$ cat config.mk
export PLATFORM = sky130hd
export DESIGN_NAME = lru_associative_cache
export DESIGN_NICKNAME = d
export VERILOG_FILES = /design/src/hdl/lac_pkg.sv /design/src/hdl/lac_mem.sv /design/src/hdl/lac_scan.sv /design/src/hdl/lru_associative_cache.sv
export SDC_FILE = /design/constraint.sdc
export NUM_CORES = 2
export LEC_CHECK = 0
export CORE_MARGIN = 4
export CORE_UTILIZATION = 35
export DETAILED_ROUTE_END_ITERATION = 8
export DONT_BUFFER_PORTS = 1
export GPL_TIMING_DRIVEN = 0
export HOLD_SLACK_MARGIN = 0.05
export PLACE_DENSITY = 0.46
export SLEW_MARGIN = 20
export SYNTH_ARGS = -nofsm -noshare
export SYNTH_HDL_FRONTEND = slang
export SYNTH_SLANG_ARGS = --single-unit
$ cat constraint.sdc
create_clock -name clk -period 10.8 [get_ports clk]
set_input_delay 0.54 -clock clk [delete_from_list [all_inputs] [get_ports clk]]
set_output_delay 0.54 -clock clk [all_outputs]
set_load 0.02 [all_outputs]
$ cat src/hdl/lac_pkg.sv
// Shared types and constants of the associative LRU cache.
// Used by lac_mem, lac_scan and the top level lru_associative_cache.
package lac_pkg;

  localparam int unsigned WAYS_DEF = 16;
  localparam int unsigned KEY_W    = 16;
  localparam int unsigned VAL_W    = 31;
  localparam int unsigned STAMP_W  = 32;
  localparam int unsigned SLOT_W   = 4;
  localparam int unsigned CFGW_W   = 5;
  localparam int unsigned DATA_W   = 32;
  localparam int unsigned PADDR_W  = 3;

  localparam logic [CFGW_W-1:0] WAYS_RST = 5'd16;

  // Register index, taken from the word address of the configuration port.
  localparam logic REG_WAYS = 1'b0;

  // Operation codes of an input transaction.
  localparam logic FUNC_GET = 1'b0;
  localparam logic FUNC_PUT = 1'b1;

  typedef enum logic [1:0] {
    ST_IDLE,
    ST_SCAN,
    ST_WRITE
  } state_t;

  // One stored entry; the valid bit is kept in flip-flops outside the memory.
  typedef struct packed {
    logic [KEY_W-1:0]   key;
    logic [VAL_W-1:0]   value;
    logic [STAMP_W-1:0] stamp;
  } entry_t;

  typedef struct packed {
    logic start;    // clear the search for a new transaction
    logic chk;      // memory read data is an entry to evaluate
    logic ent_vld;  // valid bit of that entry
  } scan_ctl_t;

  typedef struct packed {
    logic found;    // a valid entry with the requested key was seen
  } scan_sts_t;

endpackage

$ cat src/hdl/lac_mem.sv
// Entry memory of the associative LRU cache: one write port, one read port,
// registered read data. Depends on lac_pkg for the entry type.
module lac_mem
  import lac_pkg::*;
#(
  parameter int unsigned WAYS  = WAYS_DEF,
  parameter int unsigned IDX_W = (WAYS > 1) ? $clog2(WAYS) : 1
) (
  input  logic             clk,
  input  logic [IDX_W-1:0] rd_addr,
  output entry_t           rd_data,
  input  logic             we,
  input  logic [IDX_W-1:0] wr_addr,
  input  entry_t           wr_data
);

  entry_t mem_r [WAYS];
  entry_t rd_data_r;

  always_ff @(posedge clk) begin
    if (we) begin
      mem_r[wr_addr] <= wr_data;
    end
  end

  always_ff @(posedge clk) begin
    rd_data_r <= mem_r[rd_addr];
  end

  assign rd_data = rd_data_r;

endmodule

$ cat src/hdl/lac_scan.sv
// Key match and replacement search over entries streamed from the memory.
// Depends on lac_pkg for the entry and control types.
module lac_scan
  import lac_pkg::*;
#(
  parameter int unsigned WAYS  = WAYS_DEF,
  parameter int unsigned IDX_W = (WAYS > 1) ? $clog2(WAYS) : 1
) (
  input  logic             clk,
  input  logic             rst_n,
  input  scan_ctl_t        ctl,
  input  logic [KEY_W-1:0] key,
  input  logic [IDX_W-1:0] idx,
  input  entry_t           ent,
  output scan_sts_t        sts,
  output logic [IDX_W-1:0] where_idx,
  output logic [IDX_W-1:0] tgt_idx,
  output logic [VAL_W-1:0] hit_value
);

  logic               found_r;
  logic               free_r;
  logic               have_min_r;
  logic [IDX_W-1:0]   where_r;
  logic [IDX_W-1:0]   tgt_r;
  logic [VAL_W-1:0]   hit_val_r;
  logic [STAMP_W-1:0] min_stamp_r;
  logic               match;
  logic               older;

  assign match = ctl.ent_vld && (ent.key == key);
  assign older = !have_min_r || (ent.stamp < min_stamp_r);

  always_ff @(posedge clk) begin
    if (!rst_n) begin
      found_r    <= 1'b0;
      free_r     <= 1'b0;
      have_min_r <= 1'b0;
    end else if (ctl.start) begin
      found_r    <= 1'b0;
      free_r     <= 1'b0;
      have_min_r <= 1'b0;
    end else if (ctl.chk) begin
      if (match && !found_r) begin
        found_r <= 1'b1;
      end
      // The first free slot ends the victim search; before it, the valid
      // entry with the smallest stamp wins, the lowest index on ties.
      if (!free_r) begin
        if (!ctl.ent_vld) begin
          free_r <= 1'b1;
        end else if (older) begin
          have_min_r <= 1'b1;
        end
      end
    end
  end

  always_ff @(posedge clk) begin
    if (ctl.chk) begin
      if (match && !found_r) begin
        where_r   <= idx;
        hit_val_r <= ent.value;
      end
      if (!free_r) begin
        if (!ctl.ent_vld) begin
          tgt_r <= idx;
        end else if (older) begin
          tgt_r       <= idx;
          min_stamp_r <= ent.stamp;
        end
      end
    end
  end

  assign sts.found = found_r;
  assign where_idx = where_r;
  assign tgt_idx   = tgt_r;
  assign hit_value = hit_val_r;

endmodule

$ cat src/hdl/lru_associative_cache.sv
// Top level of the fully associative key/value cache with LRU replacement.
// Depends on lac_pkg, lac_mem and lac_scan.

// A get looks the key up among the first ways_in_use entries and, on a hit,
// returns the stored value and slot and marks the entry as most recently
// used; a put updates a matching entry or else fills the lowest free slot or
// evicts the least recently used one. Entries live in a single-port-read,
// single-port-write memory with registered read data and are read one per
// cycle during the scan. A transaction is accepted, then the first N entries,
// where N is ways_in_use clamped to the range 1 to WAYS, are read and their
// data is checked for a key match and for the replacement victim at once,
// and finally the entry is written back and the result presented. One
// transaction is in flight at a time; its result sits in an
// output register, and the next transaction is taken while that result
// waits, though write-back pauses if the previous result is still stalled.
// Recency is kept as a 32-bit stamp that advances on every put and every
// get hit and wraps around; valid bits are flip-flops cleared at reset, so
// no clearing pass is needed. ways_in_use sits at byte address 0 of the
// APB-style port and should only be changed while the cache is idle;
// entries beyond the active range keep their contents.
module lru_associative_cache
  import lac_pkg::*;
#(
  parameter int unsigned WAYS = WAYS_DEF
) (
  input  logic               clk,
  input  logic               rst_n,
  // Input channel
  input  logic               in_valid,
  output logic               in_stall,
  input  logic               in_func,
  input  logic [KEY_W-1:0]   in_key,
  input  logic [VAL_W-1:0]   in_value,
  // Result channel
  output logic               out_valid,
  input  logic               out_stall,
  output logic               out_hit,
  output logic [VAL_W-1:0]   out_read_value,
  output logic [SLOT_W-1:0]  out_slot,
  // Configuration port
  input  logic               psel,
  input  logic               penable,
  input  logic               pwrite,
  input  logic [PADDR_W-1:0] paddr,
  input  logic [DATA_W-1:0]  pwdata,
  output logic [DATA_W-1:0]  prdata,
  output logic               pready
);

  localparam int unsigned IDX_W = (WAYS > 1) ? $clog2(WAYS) : 1;
  localparam int unsigned LIM_W = $clog2(WAYS + 1);

  // Configuration register.
  logic [CFGW_W-1:0] cfg_ways_r;
  logic              cfg_wr;
  logic              cfg_sel;

  // Control.
  state_t            state_r, state_nxt;
  logic [LIM_W-1:0]  lim, lim_r;
  logic [LIM_W-1:0]  iss_r, iss_nxt;
  logic              chk_vld_r, chk_vld_nxt;
  logic [IDX_W-1:0]  chk_idx_r, chk_idx_nxt;
  logic [STAMP_W-1:0] stamp_r;
  logic [WAYS-1:0]   valid_r;
  logic              in_acc;
  logic              load;
  logic              we;
  logic              last_chk;
  logic              scan_start;

  // Held transaction.
  logic              req_func_r;
  logic [KEY_W-1:0]  req_key_r;
  logic [VAL_W-1:0]  req_val_r;

  // Memory and search.
  logic [IDX_W-1:0]  rd_addr;
  logic [IDX_W-1:0]  wr_idx;
  entry_t            rd_data;
  entry_t            wr_data;
  scan_ctl_t         ctl;
  scan_sts_t         sts;
  logic [IDX_W-1:0]  where_idx;
  logic [IDX_W-1:0]  tgt_idx;
  logic [VAL_W-1:0]  hit_value;
  logic              get_miss;

  // Result register.
  logic              out_valid_r;
  logic              out_hit_r;
  logic [VAL_W-1:0]  out_read_value_r;
  logic [SLOT_W-1:0] out_slot_r;

  // ---------------------------------------------------------------------------
  // Configuration port. The word address picks the register; writes to any
  // other word are dropped and read back as zero.
  // ---------------------------------------------------------------------------
  assign pready  = 1'b1;
  assign cfg_sel = (paddr[PADDR_W-1:2] == REG_WAYS);
  assign cfg_wr  = psel && penable && pwrite && pready && cfg_sel;

  always_ff @(posedge clk) begin
    if (!rst_n) begin
      cfg_ways_r <= WAYS_RST;
    end else if (cfg_wr) begin
      cfg_ways_r <= pwdata[CFGW_W-1:0];
    end
  end

  assign prdata = cfg_sel ? DATA_W'(cfg_ways_r) : '0;

  // Number of entries scanned: zero counts as one, and anything above the
  // memory depth is clamped to it.
  always_comb begin
    if (cfg_ways_r == '0) begin
      lim = LIM_W'(1);
    end else if (32'(cfg_ways_r) > 32'(WAYS)) begin
      lim = LIM_W'(WAYS);
    end else begin
      lim = LIM_W'(cfg_ways_r);
    end
  end

  // ---------------------------------------------------------------------------
  // Sequencer. IDLE takes a transaction and reads entry 0; SCAN keeps one
  // read in flight per cycle while the search checks the data coming back; WRITE
  // stores the touched entry unless a get missed and loads the result register.
  // ---------------------------------------------------------------------------
  assign in_stall = (state_r != ST_IDLE);
  assign in_acc   = in_valid && !in_stall;
  assign last_chk = chk_vld_r && ((32'(chk_idx_r) + 32'd1) == 32'(lim_r));
  assign get_miss = (req_func_r == FUNC_GET) && !sts.found;

  always_comb begin
    state_nxt   = state_r;
    iss_nxt     = iss_r;
    chk_vld_nxt = 1'b0;
    chk_idx_nxt = chk_idx_r;
    rd_addr     = '0;
    scan_start  = 1'b0;
    load        = 1'b0;
    we          = 1'b0;
    case (state_r)
      ST_IDLE: begin
        if (in_valid) begin
          scan_start  = 1'b1;
          iss_nxt     = LIM_W'(1);
          chk_vld_nxt = 1'b1;
          chk_idx_nxt = '0;
          state_nxt   = ST_SCAN;
        end
      end
      ST_SCAN: begin
        rd_addr = iss_r[IDX_W-1:0];
        if (iss_r < lim_r) begin
          iss_nxt     = iss_r + LIM_W'(1);
          chk_vld_nxt = 1'b1;
          chk_idx_nxt = iss_r[IDX_W-1:0];
        end
        if (last_chk) begin
          state_nxt = ST_WRITE;
        end
      end
      ST_WRITE: begin
        if (!out_valid_r || !out_stall) begin
          load      = 1'b1;
          we        = !get_miss;
          state_nxt = ST_IDLE;
        end
      end
      default: begin
        state_nxt = ST_IDLE;
      end
    endcase
  end

  always_ff @(posedge clk) begin
    if (!rst_n) begin
      state_r   <= ST_IDLE;
      iss_r     <= '0;
      chk_vld_r <= 1'b0;
      stamp_r   <= '0;
      valid_r   <= '0;
    end else begin
      state_r   <= state_nxt;
      iss_r     <= iss_nxt;
      chk_vld_r <= chk_vld_nxt;
      if (we) begin
        stamp_r         <= stamp_r + STAMP_W'(1);
        valid_r[wr_idx] <= 1'b1;
      end
    end
  end

  always_ff @(posedge clk) begin
    chk_idx_r <= chk_idx_nxt;
    if (in_acc) begin
      req_func_r <= in_func;
      req_key_r  <= in_key;
      req_val_r  <= in_value;
      lim_r      <= lim;
    end
  end

  // ---------------------------------------------------------------------------
  // Entry memory and search.
  // ---------------------------------------------------------------------------
  assign ctl = {scan_start, chk_vld_r, valid_r[chk_idx_r]};

  // A hit rewrites the matching entry; a put miss fills the victim. A get
  // keeps the value it found, a put stores the new one.
  assign wr_idx  = sts.found ? where_idx : tgt_idx;
  assign wr_data = {req_key_r, (req_func_r == FUNC_PUT) ? req_val_r : hit_value, stamp_r};

  lac_mem #(
    .WAYS  (WAYS),
    .IDX_W (IDX_W)
  ) u_mem (
    .clk     (clk),
    .rd_addr (rd_addr),
    .rd_data (rd_data),
    .we      (we),
    .wr_addr (wr_idx),
    .wr_data (wr_data)
  );

  lac_scan #(
    .WAYS  (WAYS),
    .IDX_W (IDX_W)
  ) u_scan (
    .clk       (clk),
    .rst_n     (rst_n),
    .ctl       (ctl),
    .key       (req_key_r),
    .idx       (chk_idx_r),
    .ent       (rd_data),
    .sts       (sts),
    .where_idx (where_idx),
    .tgt_idx   (tgt_idx),
    .hit_value (hit_value)
  );

  // ---------------------------------------------------------------------------
  // Result register. A get miss reports slot zero; only a get hit returns
  // a value.
  // ---------------------------------------------------------------------------
  always_ff @(posedge clk) begin
    if (!rst_n) begin
      out_valid_r <= 1'b0;
    end else if (load) begin
      out_valid_r <= 1'b1;
    end else if (!out_stall) begin
      out_valid_r <= 1'b0;
    end
  end

  always_ff @(posedge clk) begin
    if (load) begin
      out_hit_r        <= sts.found;
      out_read_value_r <= ((req_func_r == FUNC_GET) && sts.found) ? hit_value : '0;
      out_slot_r       <= get_miss ? '0 : SLOT_W'(wr_idx);
    end
  end

  assign out_valid      = out_valid_r;
  assign out_hit        = out_hit_r;
  assign out_read_value = out_read_value_r;
  assign out_slot       = out_slot_r;

endmodule

======== Word level (Yosys, flattened, before mapping) ========
Memory sizes are Yosys's and may differ from the RTL's. A register that Yosys moved wholly into a read port is not among the register bits.
Index checks and enable logic that the tools add are counted.
word-level totals
  output and inout bits ................... 71
  word-level logic and storage cells ...... 112
  register bits ........................... 229
  memories ................................ 1
  bits of input ports ..................... 90
  bits in writable memories ............... 1,264
operators by class
  muxes and demuxes ....................... 35
  $add $sub $neg .......................... 3
  equal/unequal tests ..................... 10
  bitwise operators ....................... 5
  order comparisons ....................... 6
  reductions and logical operators ........ 29
memory list
  name         words  width  read ports  clocked after memory_dff  wr ports  RTL line       RTL
  u_mem.mem_r  16     79     1           1                         1         lac_mem.sv:17  entry_t mem_r [WAYS];
operators by type and width
  kind                                                         count
  adder 32 x 1 -> 32 bit (second input constant)               1
  less-than comparator 32 bit                                  1
  2-to-1 mux 31 bit                                            1
  2-to-1 mux 4 bit                                             6
  2-to-1 mux 5 bit                                             4
  == test 16 bit                                               1
  OR 16 bit                                                    1
  2-to-1 mux 1 bit                                             15
  logical AND 1 bit                                            10
  less-than comparator 4 x 5 -> 1 bit (second input constant)  2
  inequality test 2 bit (second input constant)                5
  case mux 5 bit (2 select lines)                              1
  AND reduction 3 bit                                          3
  case mux 4 bit (2 select lines)                              1
  zero test 1 bit                                              6
  2-to-1 mux 2 bit                                             3
  case mux 2 bit (3 select lines)                              1
  adder 4 x 1 -> 5 bit (second input constant)                 1
  adder 5 x 1 -> 5 bit (second input constant)                 1
  == test 5 bit                                                1
  greater-than comparator 5 bit (second input constant)        1
  zero test 5 bit                                              1
  less-than comparator 5 bit                                   1
  binary-select mux 1 bit (select 4 bit)                       1
  other kinds (13)                                             19

======== Longest topological paths before layout ========
  depth in word-level cells ............... 7
  depth in mapped cells ................... 9
  gate-level depth less buffers ........... 8

======== Hierarchy ========
A second synthesis with hierarchy kept.
unflattened totals
  cell total of the unflattened synthesis .. 2,818
  area total of the unflattened synthesis .. 58,877.7 um^2
by module, submodules not included
  module                 area an instance (um^2)  seq. area each (um^2)  cells an instance  times used
  lac_mem                48,883.1                 39,537.9               2,028              1
  lru_associative_cache  6,757.7                  4,033.9                569                1
  lac_scan               3,236.9                  2,192.1                221                1

======== Worst setup path before layout ========
Ideal clock, no wire load.
  path kind ............................... flip-flop to flip-flop
  from .................................... register state_r[0]
  to ...................................... memory u_mem.mem_r[2][0] (netlist bit) (enable)
  period minus slack after synthesis ...... 6.700 ns
  slack ................................... 4.100 ns
  cell stages (with the launch flop) ...... 6
  path buffers ............................ 0
  setup time .............................. 0.519 ns
  data required time ...................... 10.281 ns
  arrival ................................. 6.181 ns
  cell sequence ........................... dfxtp_1 nand2b_1 a21oi_1 and2_1 nand2_1 nor2_1
between the ends
  word-level cells in the longest chain between the ends .. 4
ends and longest elaborated chain
  what                                    RTL line                      RTL
  from (decl)                             lru_associative_cache.sv:59   state_t state_r, state_nxt;
  from (signal assigned)                  lru_associative_cache.sv:186  state_r <= state_nxt;
  == test 2 bit                           lru_associative_cache.sv:144  case (state_r)
  2-to-1 mux 1 bit                        lru_associative_cache.sv:144
  2-to-1 mux 1 bit                        lac_mem.sv:21                 if (we) begin
  2-to-1 mux 1 bit (not written as such)  lac_mem.sv:22                 mem_r[wr_addr] <= wr_data;
  to (decl)                               lac_mem.sv:17
Every way passes these cells.

======== Worst setup path after layout ========
  from .................................... register u_scan.min_stamp_r[1]
  to ...................................... register u_scan.min_stamp_r[31] (enable)
between the ends
  word-level cells in the longest chain between the ends .. 3
ends and longest elaborated chain
  what                                  RTL line        RTL
  from (decl)                           lac_scan.sv:27  logic [STAMP_W-1:0] min_stamp_r;
  from (signal assigned)                lac_scan.sv:70  min_stamp_r <= ent.stamp;
  less-than comparator 32 bit           lac_scan.sv:32  assign older = !have_min_r || (ent.stamp < min_stamp_r);
  logical OR 1 bit                      lac_scan.sv:32
  AND reduction 4 bit (no source line)  --
Every way passes these cells.
A chain may end at the register's enable or synchronous reset.

==> impl_metrics.ini <==
[timing]
rsz0062_at_grt = no
finClkSkew_ps = 54.08
fmax_mhz = 245.2
hold_violations = 0
setup_tns_ps = 0
final_max_slew_viol_count = 0
final.period_utilization_pct = 37.76
tightest_slew_ps = 1073
relSlewSlack_pct = 27.57
period_needed_ps = 4078
finalSetupViolCount = 0
finalWorstSetupSlack_ps = 6722

[outcome]
status = complete, no violations

[floorplan]
die_area_um2 = 177700
row_count = 151
die_w_um = 421.6
num_io_pins = 161
initial_core_util_pct = 35.28
design.core.area_um2 = 169700
die_y_um = 421.6

[global_route]
grt_pass1_wl_um = 237400
overflow = 0
antenna_found_initial = 11
grt_pass1_vias = 33390
track_usage_pct = 17.99
grt_start_max_net_pins = 33

[route]
ant_nets = 0
drc = 0
drt_wl_total_um = 162600
top_layer_used = met4
met3_length_um = 6987
vias = 33520
drt-wirelength-per-cell_um = 25.06
via_per_inst = 5.166
wl_met1_um = 75310
drt_iter0_markers = 2599
routed-wl-met2_um = 75950
drtPass1Iterations = 7

[placed_design]
place_ws_ps = 6637
io_buffer_count = 0
dp_hpwl_um = 111100
routabilityCongestion = 0.7581
dpl_cell_area_um2 = 64570

[worst_setup_path]
max_stage_delay_ps = 920
cp_slowest_cell = o31ai_1
reg2reg_depth = 9
rrSetupSlack_ps = 6720
cp-end-kind = flip-flop
cp-start-kind = flip-flop
cp.required_ps = 11260
r2r_end = u_scan.min_stamp_r[31]$_DFFE_PP_
cp.arrival_ps = 4540
r2r-start = u_scan.min_stamp_r[1]$_DFFE_PP_
path_buf_inv = 2
crit_family = compound AO/OA/AOI/OAI gates
critPathKind = reg -> reg
worstPathMaxFanout = 17
worstPathCellList = inv_1 > ha_1 > nor3b_1 > nor2_1 > o311ai_1 > a21oi_1 > o31ai_1 > and2_2 > buf_16

[logic_synthesis]
synth_top_area_share_pct = 71.63
synth_commonest_cells = 1,428 x edfxtp_1, 517 x nand2_1, 259 x a21oi_1
synth_edf_count = 1428
synth.distinct_cells = 57
synthFlopType = edfxtp_1
synth-seq-cells = 1572
yosys.area.top_type = edfxtp_1
yosysMostFrequentCell = edfxtp_1
syn_inst = 3779
syn_area_per_cell_um2 = 15.84
ys_seq_area_share_pct = 76.45
yosysWarningCount = 0
syn_area_um2 = 59860
synthArstFlopShare_pct = 0
synthTopCellsByArea = edfxtp_1 72%, dfxtp_1 4.8%, nand2_1 3.2%

[final_layout]
layout-drive-gt1-share_pct = 13.48
stdcell_area_um2 = 70860
final_core_util_pct = 41.77
layout.nets = 4245
area_delta_synth_final_pct = 18.37
fillCellCount = 15420

[clock_network]
cts.clk_slew.worst_paths_ps = 60
cts.path.max_buffers = 3
htreeDepth = 4
cts_sinks = 1572
clock-root-buffer = clkbuf_16
cts_tree = built
clk_latency_ps = 800
numCtsBuffers = 173

[pwr]
p_leak_uw = 0.02281
irDropWorstVdd_v = 0.0001191
p_per_area_nw_per_um2 = 181.2

[flow_run]
cap_violations = 0

[worst_hold_path]
hold_end = iss_r[0]$_SDFFE_PN0P_
hold_start = in_valid
min_path_cells = 2
hp-class = in -> reg
-- cell families (layout without fill, tap and decap cells) --
| logic type | Yosys count | in the layout | share of synthesized area [%] |
|---|---|---|---|
| fa+ha+maj | 40 | 40 | 0.8360 |
| buf+inv | 327 | 787 | 2.347 |
| mux | 124 | 124 | 3.877 |
| other cells | 2 | 34 | 0.01255 |
| flops | 1572 | 1572 | 76.45 |
| simple gates | 942 | 942 | 7.232 |
| xor+xnor | 38 | 38 | 0.5560 |
| compound gates | 734 | 734 | 8.693 |
-- timing repair --
item,in CTS,in global routing
setup endpoints to repair,0,0
resized for setup,0,0
buffers inserted,0,0
hold buffers,55,0
hold endpoints to repair,58,0
-- registers in the layout, indices dropped and copies added (netlist names), 31 cells and up --
name                cells
out_read_value         31
u_scan.min_stamp_r     32
stamp_r                32
u_mem.mem_r          1264
req_val_r              31
u_scan.hit_value       31
u_mem.rd_data          79
-- how the worst max path moves through the flow --
stage,from,end,slack (ps),cells past startpoint
6_report,u_scan.min_stamp_r[1]$_DFFE_PP_,u_scan.min_stamp_r[31]$_DFFE_PP_,6720,9
5_1_grt,req_func_r$_DFFE_PP_,u_mem.mem_r[12][10]$_DFFE_PP_,6550,9
2_1_floorplan,state_r[0]$_SDFFE_PN0P_,u_mem.mem_r[2][0]$_DFFE_PP_,4100,5
4_1_cts,req_func_r$_DFFE_PP_,u_mem.mem_r[12][13]$_DFFE_PP_,6580,9
3_3_place_gp,state_r[0]$_SDFFE_PN0P_,u_mem.mem_r[11][13]$_DFFE_PP_,-2380,5
3_5_place_dp,req_func_r$_DFFE_PP_,u_mem.mem_r[12][13]$_DFFE_PP_,6640,9
-- cells in the final DEF, fill, tap and decap left out, types with 19 or more instances in the layout --
cell type      synthesis  final
a211oi_1              79     79
a21oi_1              259    258
a311oi_1             158    158
and2_1               129    128
buf_1                 20     20
buf_12                 0     54
buf_16                 0     20
buf_2                 55     55
buf_4                 29     34
clkbuf_1             168    207
clkbuf_16              0    175
clkbuf_8               0     26
clkinv_1               0     19
clkinv_2               0     28
conb_1                 2     28
dfxtp_1              144    144
dlygate4sd3_1          0     55
edfxtp_1            1428   1428
ha_1                  40     40
inv_1                 52     51
mux2_2                33     33
mux4_2                83     83
nand2_1              517    517
nand3_1              174    174
nor2_1                38     22
o21a_1                19     19
o21ai_0               27     27
o221ai_1             158    158
xor2_1                20     20
-- report_power, final --
group	internal (uW)	leakage [uW]	total [uW]	switching, uW
clock	3400	0.00279	5850	2450
sequential	6630	0.0140	6670	33.7
combinational	102	0.00602	326	225
total	10100	0.0228	12800	2700
-- layer usage --
| layer | GRT usage, % | up-vias |
|---|---|---|
| met5 | 0 | - |
| li1 | - | 15440 |
| met1 | 25.54 | 17020 |
| met2 | 28.72 | 837 |
| met4 | 5.376 | 0 |
| met3 | 2.701 | 218 |
-- layout make-up --
type                            instances  area, um2  area share (%)
Antenna cell                            6      15.01         0.02119
Buffer                                272       1207           1.704
Clock buffer                          247       4910           6.929
Clock inverter                         78      814.5           1.149
Inverter                               55      209.0          0.2949
Multi-Input combinational cell       1906      12930           18.25
Sequential cell                      1572      45760           64.58
Tap cell                             2218       2775           3.916
Timing Repair Buffer                  135       2235           3.154
-- through the flow --
| stage | instances | hold slack (ps) | total power (uW) |
|---|---|---|---|
| after floorplan | 3805 | 385.5 | 6966 |
| after global placement | 6023 | 386.1 | 7098 |
| after detailed placement | 6103 | 388.7 | 7106 |
| after CTS | 6483 | 53.23 | 12990 |
| after global routing | 6486 | 81.15 | 13270 |
| final | 6489 | 102.5 | 12840 |
No activity file was read; power rests on OpenSTA's default activity.
